### src/rtl/csvt_pkg.sv
// Shared types and constants for the CSV record tokenizer.
// No dependencies; every rtl file takes names from here by csvt_pkg:: scope.
package csvt_pkg;

   // Parser position within a record, one-hot
   typedef enum logic [5:0] {
      MODE_START   = 6'b000001,  // field start, no open field
      MODE_PLAIN   = 6'b000010,  // inside unquoted field
      MODE_QUOTED  = 6'b000100,  // inside quoted field
      MODE_QSEEN   = 6'b001000,  // quote seen inside quoted field
      MODE_SKIP    = 6'b010000,  // drop the byte after CR
      MODE_DISCARD = 6'b100000   // drop through the next CR
   } mode_type;

   // Result kinds
   localparam logic [1:0] KIND_DATA   = 2'd0;
   localparam logic [1:0] KIND_FIELD  = 2'd1;
   localparam logic [1:0] KIND_RECORD = 2'd2;

   // Characters of interest
   localparam logic [7:0] CH_CR    = 8'h0D;
   localparam logic [7:0] CH_LF    = 8'h0A;
   localparam logic [7:0] CH_COMMA = 8'h2C;
   localparam logic [7:0] CH_QUOTE = 8'h22;
   localparam logic [7:0] CH_NUL   = 8'h00;

   // Work for one request, emitted in order: field end, CR, data byte, record end
   typedef struct packed {
      logic       has_field;
      logic       has_data;
      logic       data_crlf;   // data byte is LF, precede it with CR
      logic       has_record;
      logic [7:0] data;
   } cmd_type;

endpackage

### src/rtl/csvt_front.sv
// Front end of the CSV tokenizer: accepts request bytes, tracks parse mode
// and turns each byte into a command for the back end. Uses csvt_pkg.
module csvt_front (
   input  logic              clock,
   input  logic              reset,
   input  logic              req_tvalid,
   output logic              req_tready,
   input  logic [7:0]        req_tdata,
   input  logic              queue_full,
   output logic              push,
   output csvt_pkg::cmd_type cmd
);

   csvt_pkg::mode_type mode_ff, mode_in;
   logic accept;
   logic is_cr, is_lf, is_comma, is_quote, is_nul;

   assign req_tready = !queue_full;
   assign accept     = req_tvalid && req_tready;

   assign is_cr    = (req_tdata == csvt_pkg::CH_CR);
   assign is_lf    = (req_tdata == csvt_pkg::CH_LF);
   assign is_comma = (req_tdata == csvt_pkg::CH_COMMA);
   assign is_quote = (req_tdata == csvt_pkg::CH_QUOTE);
   assign is_nul   = (req_tdata == csvt_pkg::CH_NUL);

   always_comb begin
      cmd         = '0;
      cmd.data    = req_tdata;
      mode_in     = mode_ff;
      case (mode_ff)
         csvt_pkg::MODE_SKIP: begin
            mode_in = csvt_pkg::MODE_START;
         end
         csvt_pkg::MODE_DISCARD: begin
            if (is_cr) mode_in = csvt_pkg::MODE_SKIP;
         end
         csvt_pkg::MODE_START: begin
            if (is_cr) begin
               cmd.has_record = 1'b1;
               mode_in        = csvt_pkg::MODE_SKIP;
            end else if (is_nul) begin
               cmd.has_record = 1'b1;
               mode_in        = csvt_pkg::MODE_DISCARD;
            end else if (is_comma) begin
               cmd.has_field  = 1'b1;
            end else if (is_quote) begin
               mode_in        = csvt_pkg::MODE_QUOTED;
            end else begin
               cmd.has_data   = 1'b1;
               mode_in        = csvt_pkg::MODE_PLAIN;
            end
         end
         csvt_pkg::MODE_PLAIN: begin
            if (is_cr || is_nul) begin
               cmd.has_field  = 1'b1;
               cmd.has_record = 1'b1;
               mode_in = is_cr ? csvt_pkg::MODE_SKIP : csvt_pkg::MODE_DISCARD;
            end else if (is_comma) begin
               cmd.has_field  = 1'b1;
               mode_in        = csvt_pkg::MODE_START;
            end else begin
               cmd.has_data   = 1'b1;
            end
         end
         csvt_pkg::MODE_QUOTED: begin
            if (is_cr || is_nul) begin
               cmd.has_field  = 1'b1;
               cmd.has_record = 1'b1;
               mode_in = is_cr ? csvt_pkg::MODE_SKIP : csvt_pkg::MODE_DISCARD;
            end else if (is_quote) begin
               mode_in        = csvt_pkg::MODE_QSEEN;
            end else begin
               cmd.has_data   = 1'b1;
            end
         end
         csvt_pkg::MODE_QSEEN: begin
            if (is_quote) begin
               // doubled quote: one literal quote
               cmd.has_data   = 1'b1;
               mode_in        = csvt_pkg::MODE_QUOTED;
            end else begin
               cmd.has_field  = 1'b1;
               if (is_cr) begin
                  cmd.has_record = 1'b1;
                  mode_in        = csvt_pkg::MODE_SKIP;
               end else if (is_nul) begin
                  cmd.has_record = 1'b1;
                  mode_in        = csvt_pkg::MODE_DISCARD;
               end else if (is_comma) begin
                  mode_in        = csvt_pkg::MODE_START;
               end else begin
                  cmd.has_data   = 1'b1;
                  mode_in        = csvt_pkg::MODE_PLAIN;
               end
            end
         end
         default: begin
            mode_in = csvt_pkg::MODE_START;
         end
      endcase
      cmd.data_crlf = cmd.has_data && is_lf;
   end

   // bytes that cause no result leave nothing in the queue
   assign push = accept &&
                 (cmd.has_field || cmd.has_data || cmd.has_record);

   always_ff @(posedge clock) begin
      if (reset) begin
         mode_ff <= csvt_pkg::MODE_START;
      end else if (accept) begin
         mode_ff <= mode_in;
      end
   end

endmodule

### src/rtl/csvt_queue.sv
// Small command queue between tokenizer front and back end.
// Register-based, head read combinationally from the slots. Uses csvt_pkg.
module csvt_queue #(
   parameter int DEPTH = 4
) (
   input  logic              clock,
   input  logic              reset,
   input  logic              push,
   input  csvt_pkg::cmd_type push_cmd,
   input  logic              pop,
   output csvt_pkg::cmd_type head,
   output logic              head_valid,
   output logic              full
);

   localparam int PTR_W = (DEPTH > 1) ? $clog2(DEPTH) : 1;
   localparam int CNT_W = $clog2(DEPTH + 1);

   csvt_pkg::cmd_type slot_ff [DEPTH];
   logic [PTR_W-1:0]  wr_ptr_ff, wr_ptr_in;
   logic [PTR_W-1:0]  rd_ptr_ff, rd_ptr_in;
   logic [CNT_W-1:0]  count_ff, count_in;

   assign head       = slot_ff[rd_ptr_ff];
   assign head_valid = (count_ff != '0);
   assign full       = (count_ff == CNT_W'(DEPTH));

   always_comb begin
      wr_ptr_in = wr_ptr_ff;
      rd_ptr_in = rd_ptr_ff;
      count_in  = count_ff;
      if (push) begin
         wr_ptr_in = (wr_ptr_ff == PTR_W'(DEPTH - 1)) ? '0 : wr_ptr_ff + 1'b1;
      end
      if (pop) begin
         rd_ptr_in = (rd_ptr_ff == PTR_W'(DEPTH - 1)) ? '0 : rd_ptr_ff + 1'b1;
      end
      if (push && !pop) begin
         count_in = count_ff + 1'b1;
      end else if (pop && !push) begin
         count_in = count_ff - 1'b1;
      end
   end

   always_ff @(posedge clock) begin
      if (reset) begin
         wr_ptr_ff <= '0;
         rd_ptr_ff <= '0;
         count_ff  <= '0;
      end else begin
         wr_ptr_ff <= wr_ptr_in;
         rd_ptr_ff <= rd_ptr_in;
         count_ff  <= count_in;
      end
   end

   always_ff @(posedge clock) begin
      if (push) begin
         slot_ff[wr_ptr_ff] <= push_cmd;
      end
   end

endmodule

### src/rtl/csvt_back.sv
// Back end of the CSV tokenizer: expands the queue head into results,
// one per cycle while the output is ready, into a registered response stage. Uses csvt_pkg.
module csvt_back (
   input  logic              clock,
   input  logic              reset,
   input  csvt_pkg::cmd_type head,
   input  logic              head_valid,
   output logic              pop,
   output logic              rsp_tvalid,
   input  logic              rsp_tready,
   output logic [7:0]        rsp_tdata,   // [7:0] out_byte
   output logic [1:0]        rsp_tuser,   // [1:0] out_kind
   output logic              rsp_tlast    // last
);

   // pieces: 0 field end, 1 CR before LF, 2 data byte, 3 record end
   logic [3:0] done_ff, done_in;
   logic [3:0] piece_en, pending, sel;
   logic       advance, take, last_piece;

   logic       rsp_valid_ff;
   logic [1:0] kind_ff, kind_in;
   logic [7:0] byte_ff, byte_in;
   logic       last_ff;

   assign piece_en   = {head.has_record, head.has_data, head.data_crlf, head.has_field};
   assign pending    = piece_en & ~done_ff;
   assign sel        = pending & (~pending + 4'd1);
   assign last_piece = ((pending & ~sel) == 4'd0);

   assign advance = !rsp_valid_ff || rsp_tready;
   assign take    = advance && head_valid;
   assign pop     = take && last_piece;

   always_comb begin
      kind_in = csvt_pkg::KIND_DATA;
      byte_in = 8'd0;
      if (sel[0]) begin
         kind_in = csvt_pkg::KIND_FIELD;
      end else if (sel[1]) begin
         byte_in = csvt_pkg::CH_CR;
      end else if (sel[2]) begin
         byte_in = head.data;
      end else begin
         kind_in = csvt_pkg::KIND_RECORD;
      end
      done_in = done_ff;
      if (take) begin
         done_in = last_piece ? 4'd0 : (done_ff | sel);
      end
   end

   always_ff @(posedge clock) begin
      if (reset) begin
         done_ff      <= '0;
         rsp_valid_ff <= 1'b0;
      end else begin
         done_ff <= done_in;
         if (advance) rsp_valid_ff <= head_valid;
      end
   end

   always_ff @(posedge clock) begin
      if (take) begin
         kind_ff <= kind_in;
         byte_ff <= byte_in;
         last_ff <= last_piece;
      end
   end

   assign rsp_tvalid = rsp_valid_ff;
   assign rsp_tdata  = byte_ff;
   assign rsp_tuser  = kind_ff;
   assign rsp_tlast  = last_ff;

endmodule

### src/rtl/csv_record_tokenizer_unit.sv
// Top level of the CSV record tokenizer: front end, command queue, back end.
// Depends on csvt_pkg, csvt_front, csvt_queue and csvt_back.
//
// Usage:
//   req_* : one raw text byte per request (req_tdata[7:0]).
//   rsp_* : one result per response on the output side: rsp_tuser[1:0] is the
//           kind (0 data byte, 1 end of field, 2 end of record), rsp_tdata[7:0]
//           the data byte (zero for marks), rsp_tlast marks the final result a
//           byte caused. A byte may cause zero to three results.
//   Path: an accepted byte is written into a queue slot register; its first
//   result is then registered into the response stage when the output is free.
//   Throughput: one request per cycle while each byte yields at most one
//   result and rsp_tready stays high; the back end drains one result per
//   cycle while rsp_tready is high; a multi-result byte holds the queue head.
//   The queue of QUEUE_DEPTH commands absorbs the difference; the front stalls
//   (req_tready low) only when it is full. Bytes with no result take no slot.
//   Stall: with rsp_tready low the response register holds its result and
//   the queue fills; input stalls once it is full.
//   Reset (synchronous, active high): parser returns to field start, queue
//   and response stage are emptied.
module csv_record_tokenizer_unit #(
   parameter int QUEUE_DEPTH = 4
) (
   input  logic        clock,
   input  logic        reset,
   input  logic        req_tvalid,
   output logic        req_tready,
   input  logic [7:0]  req_tdata,    // [7:0] in_byte
   output logic        rsp_tvalid,
   input  logic        rsp_tready,
   output logic [7:0]  rsp_tdata,    // [7:0] out_byte
   output logic [1:0]  rsp_tuser,    // [1:0] out_kind
   output logic        rsp_tlast     // last
);

   csvt_pkg::cmd_type push_cmd, head;
   logic push, pop, head_valid, queue_full;

   // parse mode tracking and classification of each byte
   csvt_front u_front (
      .clock      (clock),
      .reset      (reset),
      .req_tvalid (req_tvalid),
      .req_tready (req_tready),
      .req_tdata  (req_tdata),
      .queue_full (queue_full),
      .push       (push),
      .cmd        (push_cmd)
   );

   // decouples the parser from output stalls
   csvt_queue #(
      .DEPTH (QUEUE_DEPTH)
   ) u_queue (
      .clock      (clock),
      .reset      (reset),
      .push       (push),
      .push_cmd   (push_cmd),
      .pop        (pop),
      .head       (head),
      .head_valid (head_valid),
      .full       (queue_full)
   );

   // result expansion and registered response
   csvt_back u_back (
      .clock      (clock),
      .reset      (reset),
      .head       (head),
      .head_valid (head_valid),
      .pop        (pop),
      .rsp_tvalid (rsp_tvalid),
      .rsp_tready (rsp_tready),
      .rsp_tdata  (rsp_tdata),
      .rsp_tuser  (rsp_tuser),
      .rsp_tlast  (rsp_tlast)
   );

endmodule
### config.mk
export PLATFORM = sky130hd
export DESIGN_NAME = csv_record_tokenizer_unit
export DESIGN_NICKNAME = d
export VERILOG_FILES = /design/src/rtl/csvt_pkg.sv /design/src/rtl/csvt_front.sv /design/src/rtl/csvt_queue.sv /design/src/rtl/csvt_back.sv /design/src/rtl/csv_record_tokenizer_unit.sv
export SDC_FILE = /design/constraint.sdc
export NUM_CORES = 1
export LEC_CHECK = 0
export BUFFER_PORTS_ARGS = -buffer_cell sky130_fd_sc_hd__clkbuf_2
export CAP_MARGIN = 20
export CORE_MARGIN = 3
export CORE_UTILIZATION = 33
export CTS_CLUSTER_SIZE = 14
export DETAILED_ROUTE_END_ITERATION = 16
export PLACE_DENSITY_LB_ADDON = 0.25
export SYNTH_ARGS = -nofsm -noshare
export SYNTH_HDL_FRONTEND = slang
export SYNTH_SLANG_ARGS = --single-unit
export TNS_END_PERCENT = 1
### constraint.sdc
create_clock -name clock -period 7.35 [get_ports clock]
set_input_delay 1.1025 -clock clock [delete_from_list [all_inputs] [get_ports clock]]
set_output_delay 1.1025 -clock clock [all_outputs]
set_load 0.05 [all_outputs]
# == After elaboration in Yosys (flattened, before gate mapping) ==
# Memories as Yosys holds them, arrays and structs flattened. A register that Yosys moved wholly into a read port is not among the register bits.
# Index checks and enable logic that the tools add are counted.
# totals
output_inout_bits,13
regBits,29
mem_bits_rw,48
n_memories,1
# memory_table
memory,words,width,read_ports,rd_ports_with_merged_regs,wr,line,rtl
u_queue.slot_ff,4,12,1,1,1,csvt_queue.sv:19,csvt_pkg::cmd_type slot_ff [DEPTH];
# classes
n_reduce_logical,23
mux,46
n_bitwise,8
addsub,5
eq_ne,16
# ops
cell,count
two-way mux 6 bit,12
case mux 6 bit (5 select lines),1
two-way mux 1 bit,17
"== test 8 x 4 -> 1 bit, second input constant",2
"== test 8 x 6 -> 1 bit, second input constant",2
two-way mux 2 bit,8
AND 4 bit,3
two-way mux 4 bit,3
NOT 4 bit,3
two-way mux 3 bit,3
zero test 8 bit,1
case mux 2 bit (4 select lines),1
logical AND 1 bit,7
"== test 6 x 1 -> 1 bit, second input constant",1
"== test 6 x 2 -> 1 bit, second input constant",1
"== test 6 x 3 -> 1 bit, second input constant",1
"== test 6 x 4 -> 1 bit, second input constant",1
"== test 6 bit, second input constant",1
"inequality test 3 x 1 -> 1 bit, second input constant",2
AND reduction 5 bit,1
"adder 2 x 1 -> 2 bit, second input constant",2
"adder 4 x 1 -> 4 bit, second input constant",1
"== test 2 bit, second input constant",2
zero test 1 bit,4
other kinds (14),18

# == Longest topological paths before layout ==
# Gate-level depths: netlist of the first run.
# depth
ltp_word,13
mapped_depth,12
depth_no_buf,11

# == Modules after synthesis ==
# Synthesis of the first run repeated with hierarchy kept, for this count alone.
# unflattened
cells_unflattened,277
area_unflattened_um2,3733.6
# by_module_without_submodules
module,seq_area_each_um2,area_each_um2,n_inst,cells_each
csvt_queue,1621.6,2177.1,1,106
csvt_front,120.1,849.6,1,116
csvt_back,430.4,706.9,1,55

# == Worst setup path before layout of the first run ==
# Ideal clock, no wire load.
# synth_timing
path_kind,input to register
from,input port req_tdata[4]
to,register u_queue.count_ff[2]
t_required_ns,7.279
path_stages,12
path_buffers,1
slack_ns,3.424
arrival_ns,3.855
path_cell_list,or4b_4 -> or4_1 -> buf_2 -> nand2_1 -> a21oi_1 -> a31oi_2 -> ha_1 -> inv_1 -> fa_1 -> xor2_1 -> or3_1 -> a21oi_1
# synth_via
elab_chain_len,12
word_cells_on_any_way,31
# synth_lines
item,line,rtl
"start, declared",csv_record_tokenizer_unit.sv:28,"input logic [7:0] req_tdata,"
"== test 8 x 6 -> 1 bit, on equally long branches","csvt_front.sv:23, csvt_front.sv:24",
"two-way mux 1 bit, on equally long branches",--,
"two-way mux 1 bit, on equally long branches","csvt_front.sv:87, csvt_front.sv:45",
two-way mux 1 bit / two-way mux 2 bit (equally long branches),"csvt_front.sv:84, csvt_front.sv:42",
two-way mux 1 bit / two-way mux 2 bit (equally long branches),"csvt_front.sv:78, csvt_front.sv:39",
case mux 2 bit (4 select lines),csvt_front.sv:31,case (mode_ff)
logical OR 1 bit,csvt_front.sv:107,(cmd.has_field || cmd.has_data || cmd.has_record);
logical OR 1 bit (*),csvt_front.sv:107,
logical AND 1 bit (*),csvt_front.sv:106,assign push = accept &&
via push,csv_record_tokenizer_unit.sv:37,"logic push, pop, head_valid, queue_full;"
zero test 1 bit,csvt_queue.sv:40,end else if (pop && !push) begin
logical AND 1 bit,csvt_queue.sv:40,
nonzero test 2 bit (no line),--,
"end signal, assigned",csvt_queue.sv:53,count_ff <= count_in;
"end, declared",csvt_queue.sv:22,"logic [CNT_W-1:0] count_ff, count_in;"
# Mark *: on every way through the listed nets, which the timed path passes. The rest lies on a longest branch.
# A chain may end at the register's enable or synchronous reset.

# == Worst setup path in the final report of the first run ==
# Ends and elaborated chain as after synthesis.

==> flow_summary.ini, run 1 <==
[yosys]
ys_seq_area_share_pct = 63.8
ys_async_sr_fraction_pct = 0
ys_warn_count = 0
synth-xor-area-share_pct = 0.771
synth_top_family_by_area = simple AND/OR/NAND/NOR gates
synth_edf_count = 59
synth_simple_gate_area_share_pct = 12.7
ys.flop_type = edfxtp_1
synth_fp_nets = 256
synth_seq_cells = 79
synthMuxAreaShare_pct = 10.6
synthCells = 237
synthAdderAreaFrac_pct = 2.79
synth_area_mm2 = 0.00341
avgSynthCellArea_um2 = 14.4
post_synth_num_cell_types = 42
synth_compound_area_share_pct = 7.34

[global_route]
track_usage_pct = 11.3
antenna_found_initial = 0
gr-total-overflow = 0
grt_pass1_vias = 1936
grt_max_degree = 18
grt_pass1_wl_um = 9800

[timing]
finalClockSkew_ns = 0.00703
finalSetupViolCount = 0
tns_ns = 0
rsz0062_at_grt = no
fin_crit_ns = 3.98
worstMarginPinSlew_ns = 0.810
slew_headroom_pct = 45.9
max_freq_ghz = 0.252
slew_viol_final = 0
post-route-period-util_pct = 54.1
hold_slack_ns = 0.463
hold_viol = 0

[cells_and_area]
fin_cells = 405
fin_nets = 286
seq_area_mm2 = 0.00217
final_layout_size_suffix_gt1_share_pct = 21.7
multi_input_area_mm2 = 0.00117
nFillCells = 961
fin_area_mm2 = 0.00387
diodes = 0
area_growth_pct = 13.7

[detailed_routing]
dr_total_vias = 1965
drc = 0
drt-wirelength-per-cell_um = 14.9
first_pass_iters = 4
viasPerCell = 4.85
antenna_left = 0
drt_iter0_drc = 105
drt-total-wl_um = 6030

[cts]
cts_buffers = 9
cts_sinks = 79
htree_levels = 3
cts_hold_buf = 0
path_clk_slew_ns = 0.08
cts_setup_buffers = 0
cts_tree = built
cts_resized = 0
root_buffer = clkbuf_8
clk_latency_ns = 0.35
clockBufferDepth = 2

[setup_path]
crit_buf_inv = 2
path_cells = clkbuf_2 > or4b_4 > or4_1 > nand2_1 > a21oi_1 > a31oi_2 > ha_1 > inv_1 > fa_1 > xor2_1 > or3_1 > a21oi_1
endpoint_kind = flip-flop
critPathRequiredTime_ns = 7.63
critical-path-slowest-cell = or4b_4
arrival_ns = 4.26
worstPathMaxFanout = 7
crit_type = in2reg
crit_family = simple AND/OR/NAND/NOR gates
path_common_cell = a21oi_1
cp-start-kind = input port
cpPeakStageDelay_ns = 0.57

[placed_design]
placed_area_mm2 = 0.00367
dp_cells = 389
place_hpwl_um = 4170
io_buffers = 24
gp_congestion = 0.802

[power_and_ir_drop]
powerDensity_mw_per_mm2 = 373
ir_worst_vdd_v = 0.000140
power.leakage_nw = 1.36
report.power.total_mw = 1.44

[floorplan]
rows = 36
pin_count = 25
chipWidth_um = 108
initial_core_util_pct = 34.4
dieArea_mm2 = 0.0116
core_area_mm2 = 0.00991
die_y_um = 108

[min_path]
hp-class = reg2reg

[job]
drv_cap = 0

[status]
status = complete, no violations
## cell families (layout without fill, tap and decap cells)
group,count (synthesis),after routing
compound gates,33,33
xor+xnor,3,3
flops,79,79
simple gates,77,77
mux,21,21
buf+inv,17,52
fa+ha+maj,7,7
## where the power goes
part	total (mW)	internal, mW	switching (mW)
Sequential	0.636	0.587	0.0493
Clock	0.319	0.157	0.162
Combinational	0.488	0.169	0.318
## worst paths after layout
path	from	endpoint	slack (ns)	depth (start not counted)
hold reg to reg	u_back.done_ff[0]	u_back.done_ff[0]	0.46	2
setup reg to reg	flip-flop	u_queue.count_ff[2]	3.89	11
hold / removal	u_back.done_ff[0]	u_back.done_ff[0]	0.46	2
setup / recovery	req_tdata[4]	u_queue.count_ff[2]	3.37	12
## state kept, by name, summed over array words and instances, names as in the netlist, named ones only
name and cells:
u_back.rsp_tuser 2, u_back.rsp_tdata 8, u_queue.slot_ff 48, u_back.done_ff 4
u_back.rsp_tvalid 1, u_queue.wr_ptr_ff 2, u_front.mode_ff 6, u_back.rsp_tlast 1
u_queue.count_ff 3, u_queue.rd_ptr_ff 2
## cell usage in the layout (no fill, tap or decap), types with 6 or more instances in the layout
master     n
dfxtp_1   20
mux4_2    12
mux2i_1    8
a21oi_1    9
ha_1       6
clkbuf_8   9
clkbuf_2  24
nor2b_1    7
nand2_1   10
inv_1     11
nor2_1    20
nor3_1     6
nand2b_1   6
edfxtp_1  59
## routing by layer
layer	up-vias	wire length [um]	global-route usage, %	part of all wire [%]
met5	-	0	0	0
met4	0	135	5.86	2.2
met3	13	270	2.82	4.5
met2	47	2800	16.9	47
met1	946	2820	15.2	47
li1	959	-	-	-
## synthesized netlist by cell type (2+ instances only)
master	instances	area [um^2]
mux4_2	12	270
dfxtp_1	20	400
ha_1	6	75.1
or3_1	2	12.5
clkbuf_1	3	11.3
nand3b_1	5	37.5
inv_1	11	41.3
o211ai_1	5	37.5
o21ai_0	4	20.0
nand3_1	3	15.0
nor4_1	4	25.0
a21oi_1	9	45.0
mux2i_1	8	80.1
nor2b_1	7	43.8
or4_1	3	22.5
xor2_1	3	26.3
and2_1	5	31.3
nor2_1	20	75.1
a211o_1	2	17.5
nor3_1	6	30.0
nand2b_1	6	37.5
edfxtp_1	59	1770
nand2_1	10	37.5
a31oi_1	4	25.0
buf_2	3	15.0
## cell type report
class,instances,area share (%)
repair buffers,25,3.30
flip-flops and latches,79,56.1
clock inverters,7,1.91
clock buffers,9,3.20
well taps,133,4.30
inverters,11,1.07
multi-input cells,141,30.1
## worst min-delay path, cell delays in order (launching register included)
cell and delay, ns:
dfxtp_1 0.33, a21oi_1 0.04, nor2_1 0.07
## through the flow
| stage | setup slack [ns] | util [%] |
|---|---|---|
| 6_report | 3.37 | 39.1 |
| 3_5_place_dp | 3.03 | 37.1 |
| 5_1_grt | 3.18 | 39.1 |
| 2_1_floorplan | 3.42 | - |
| 3_3_place_gp | 3.11 | 37.1 |
| 4_1_cts | 3.38 | 39.1 |
(Power assumes the default switching activity.)
==> inputs of run 2 (changes only) <==
==> constraint.sdc (replaced) <==
create_clock -name clock -period 3.8 [get_ports clock]
set_input_delay 0.57 -clock clock [delete_from_list [all_inputs] [get_ports clock]]
set_output_delay 0.57 -clock clock [all_outputs]
set_load 0.05 [all_outputs]
==> flow_summary.ini, run 2 (synthesized netlist as in run 1, its figures left out) <==
[status]
status = complete, no violations

[timing]
slew_headroom_pct = 55.8
hold_viol = 0
fin_crit_ns = 3.31
max_freq_ghz = 0.302
slew_viol_final = 0
finalClockSkew_ns = 0.00690
worstMarginPinSlew_ns = 0.663
finalSetupViolCount = 0
hold_slack_ns = 0.462
post-route-period-util_pct = 87.2
rsz0062_at_grt = no
tns_ns = 0

[cells_and_area]
top_register = u_queue.slot_ff
diodes = 0
fin_nets = 291
seq_area_mm2 = 0.00217
largest_reg_flops = 48
final_layout_size_suffix_gt1_share_pct = 22.4
nFillCells = 950
fin_cells = 410
area_growth_pct = 14.5
fin_area_mm2 = 0.00390
layout_common_cells = edfxtp_1, clkbuf_2, nor2_1, dfxtp_1, mux4_2
layout_commonest_cell = edfxtp_1
multi_input_area_mm2 = 0.00117

[cts]
root_buffer = clkbuf_8
cts_hold_buf = 0
clk_latency_ns = 0.34
cts_resized = 0
path_clk_slew_ns = 0.08
clockBufferDepth = 2
cts_buffers = 9
cts_tree = built
htree_levels = 3
cts_sinks = 79
cts_setup_buffers = 0

[power_and_ir_drop]
powerDensity_mw_per_mm2 = 716
report.power.total_mw = 2.80
power.leakage_nw = 1.38
ir_worst_vdd_v = 0.000310

[setup_path]
worstPathMaxFanout = 7
crit_type = in2reg
critical-path-slowest-cell = or4_1
critPathRequiredTime_ns = 4.08
arrival_ns = 3.59
endpoint_kind = flip-flop
cpPeakStageDelay_ns = 0.68
path_cells = clkbuf_2 > or4_1 > a211oi_4 > or2b_1 > a31oi_2 > ha_1 > inv_1 > fa_1 > xor2_1 > or3_1 > a21oi_1
cp-start-kind = input port

[floorplan]
rows = 36
initial_core_util_pct = 34.4
pin_count = 25
die_y_um = 108
dieArea_mm2 = 0.0116
chipWidth_um = 108
core_area_mm2 = 0.00991

[placed_design]
gp_congestion = 0.800
place_hpwl_um = 4250
io_buffers = 24
placed_area_mm2 = 0.00371
dp_cells = 394

[global_route]
grt_pass1_vias = 1950
grt_max_degree = 18
grt_pass1_wl_um = 10100
track_usage_pct = 11.5
antenna_found_initial = 0
gr-total-overflow = 0

[detailed_routing]
drt_iter0_drc = 68
drt-total-wl_um = 6090
drc = 0
first_pass_iters = 4
antenna_left = 0
viasPerCell = 4.77
dr_total_vias = 1957
drt-wirelength-per-cell_um = 14.9

[job]
drv_cap = 0

[min_path]
hp-class = reg2reg
[run 2: cell types whose count changed in the layout (fill, tap and decap cells not counted)]
| cell | delta |
|---|---|
| buf_4 | +5 |
| clkbuf_1 | +1 |
| clkinv_1 | +1 |
| clkinv_2 | -1 |
| clkinv_4 | -2 |
| clkinvlp_4 | +1 |
[run 2: path summary, 6_finish.rpt]
path / endpoint / cells past startpoint / startpoint / slack (ns)
worst max-delay path: u_queue.count_ff[2] / 11 / req_tdata[4] / 0.49
worst min-delay path: u_back.done_ff[1] / 2 / u_back.done_ff[1] / 0.46
worst max register to register: u_queue.count_ff[2] / 11 / u_front.mode_ff[0] / 0.51
worst min register to register: u_back.done_ff[1] / 2 / u_back.done_ff[1] / 0.46
[run 2: worst max-delay path: cells and delay by family]
family	cells	cell delay [ns]
AOI/OAI and AO/OA	3	0.71
buffers and inverters	2	0.20
and+or+nand+nor	3	1.26
xor gates and xnor gates	1	0.16
adders and majority gates	2	0.68
[run 2: report_power, final]
part	total, mW	switching, mW	internal [mW]
clock network	0.605	0.303	0.301
logic	0.972	0.632	0.340
registers	1.22	0.0829	1.14
[run 2: per-stage QoR]
stage | setup WS (ns) | utilization, %
2_1_floorplan | 0.407 | -
3_3_place_gp | 0.216 | 37.5
3_5_place_dp | 0.136 | 37.5
4_1_cts | 0.463 | 39.4
5_1_grt | 0.211 | 39.4
6_report | 0.487 | 39.4
[run 2: layout make-up]
class | count | area share, %
clock inverter | 6 | 1.60
multi-input combinational | 141 | 29.9
timing repair buffer | 30 | 4.23
sequential | 79 | 55.7
inverter | 11 | 1.06
tap | 133 | 4.26
clock buffer | 10 | 3.27
[run 2: routing by layer]
layer  up-vias  share of wire, %  global-route usage (%)
met3         8               3.9                    2.40
li1        967                 -                       -
met5         -                 0                       0
met1       947                46                    15.1
met2        35                48                    17.9
met4         0               2.2                    6.22
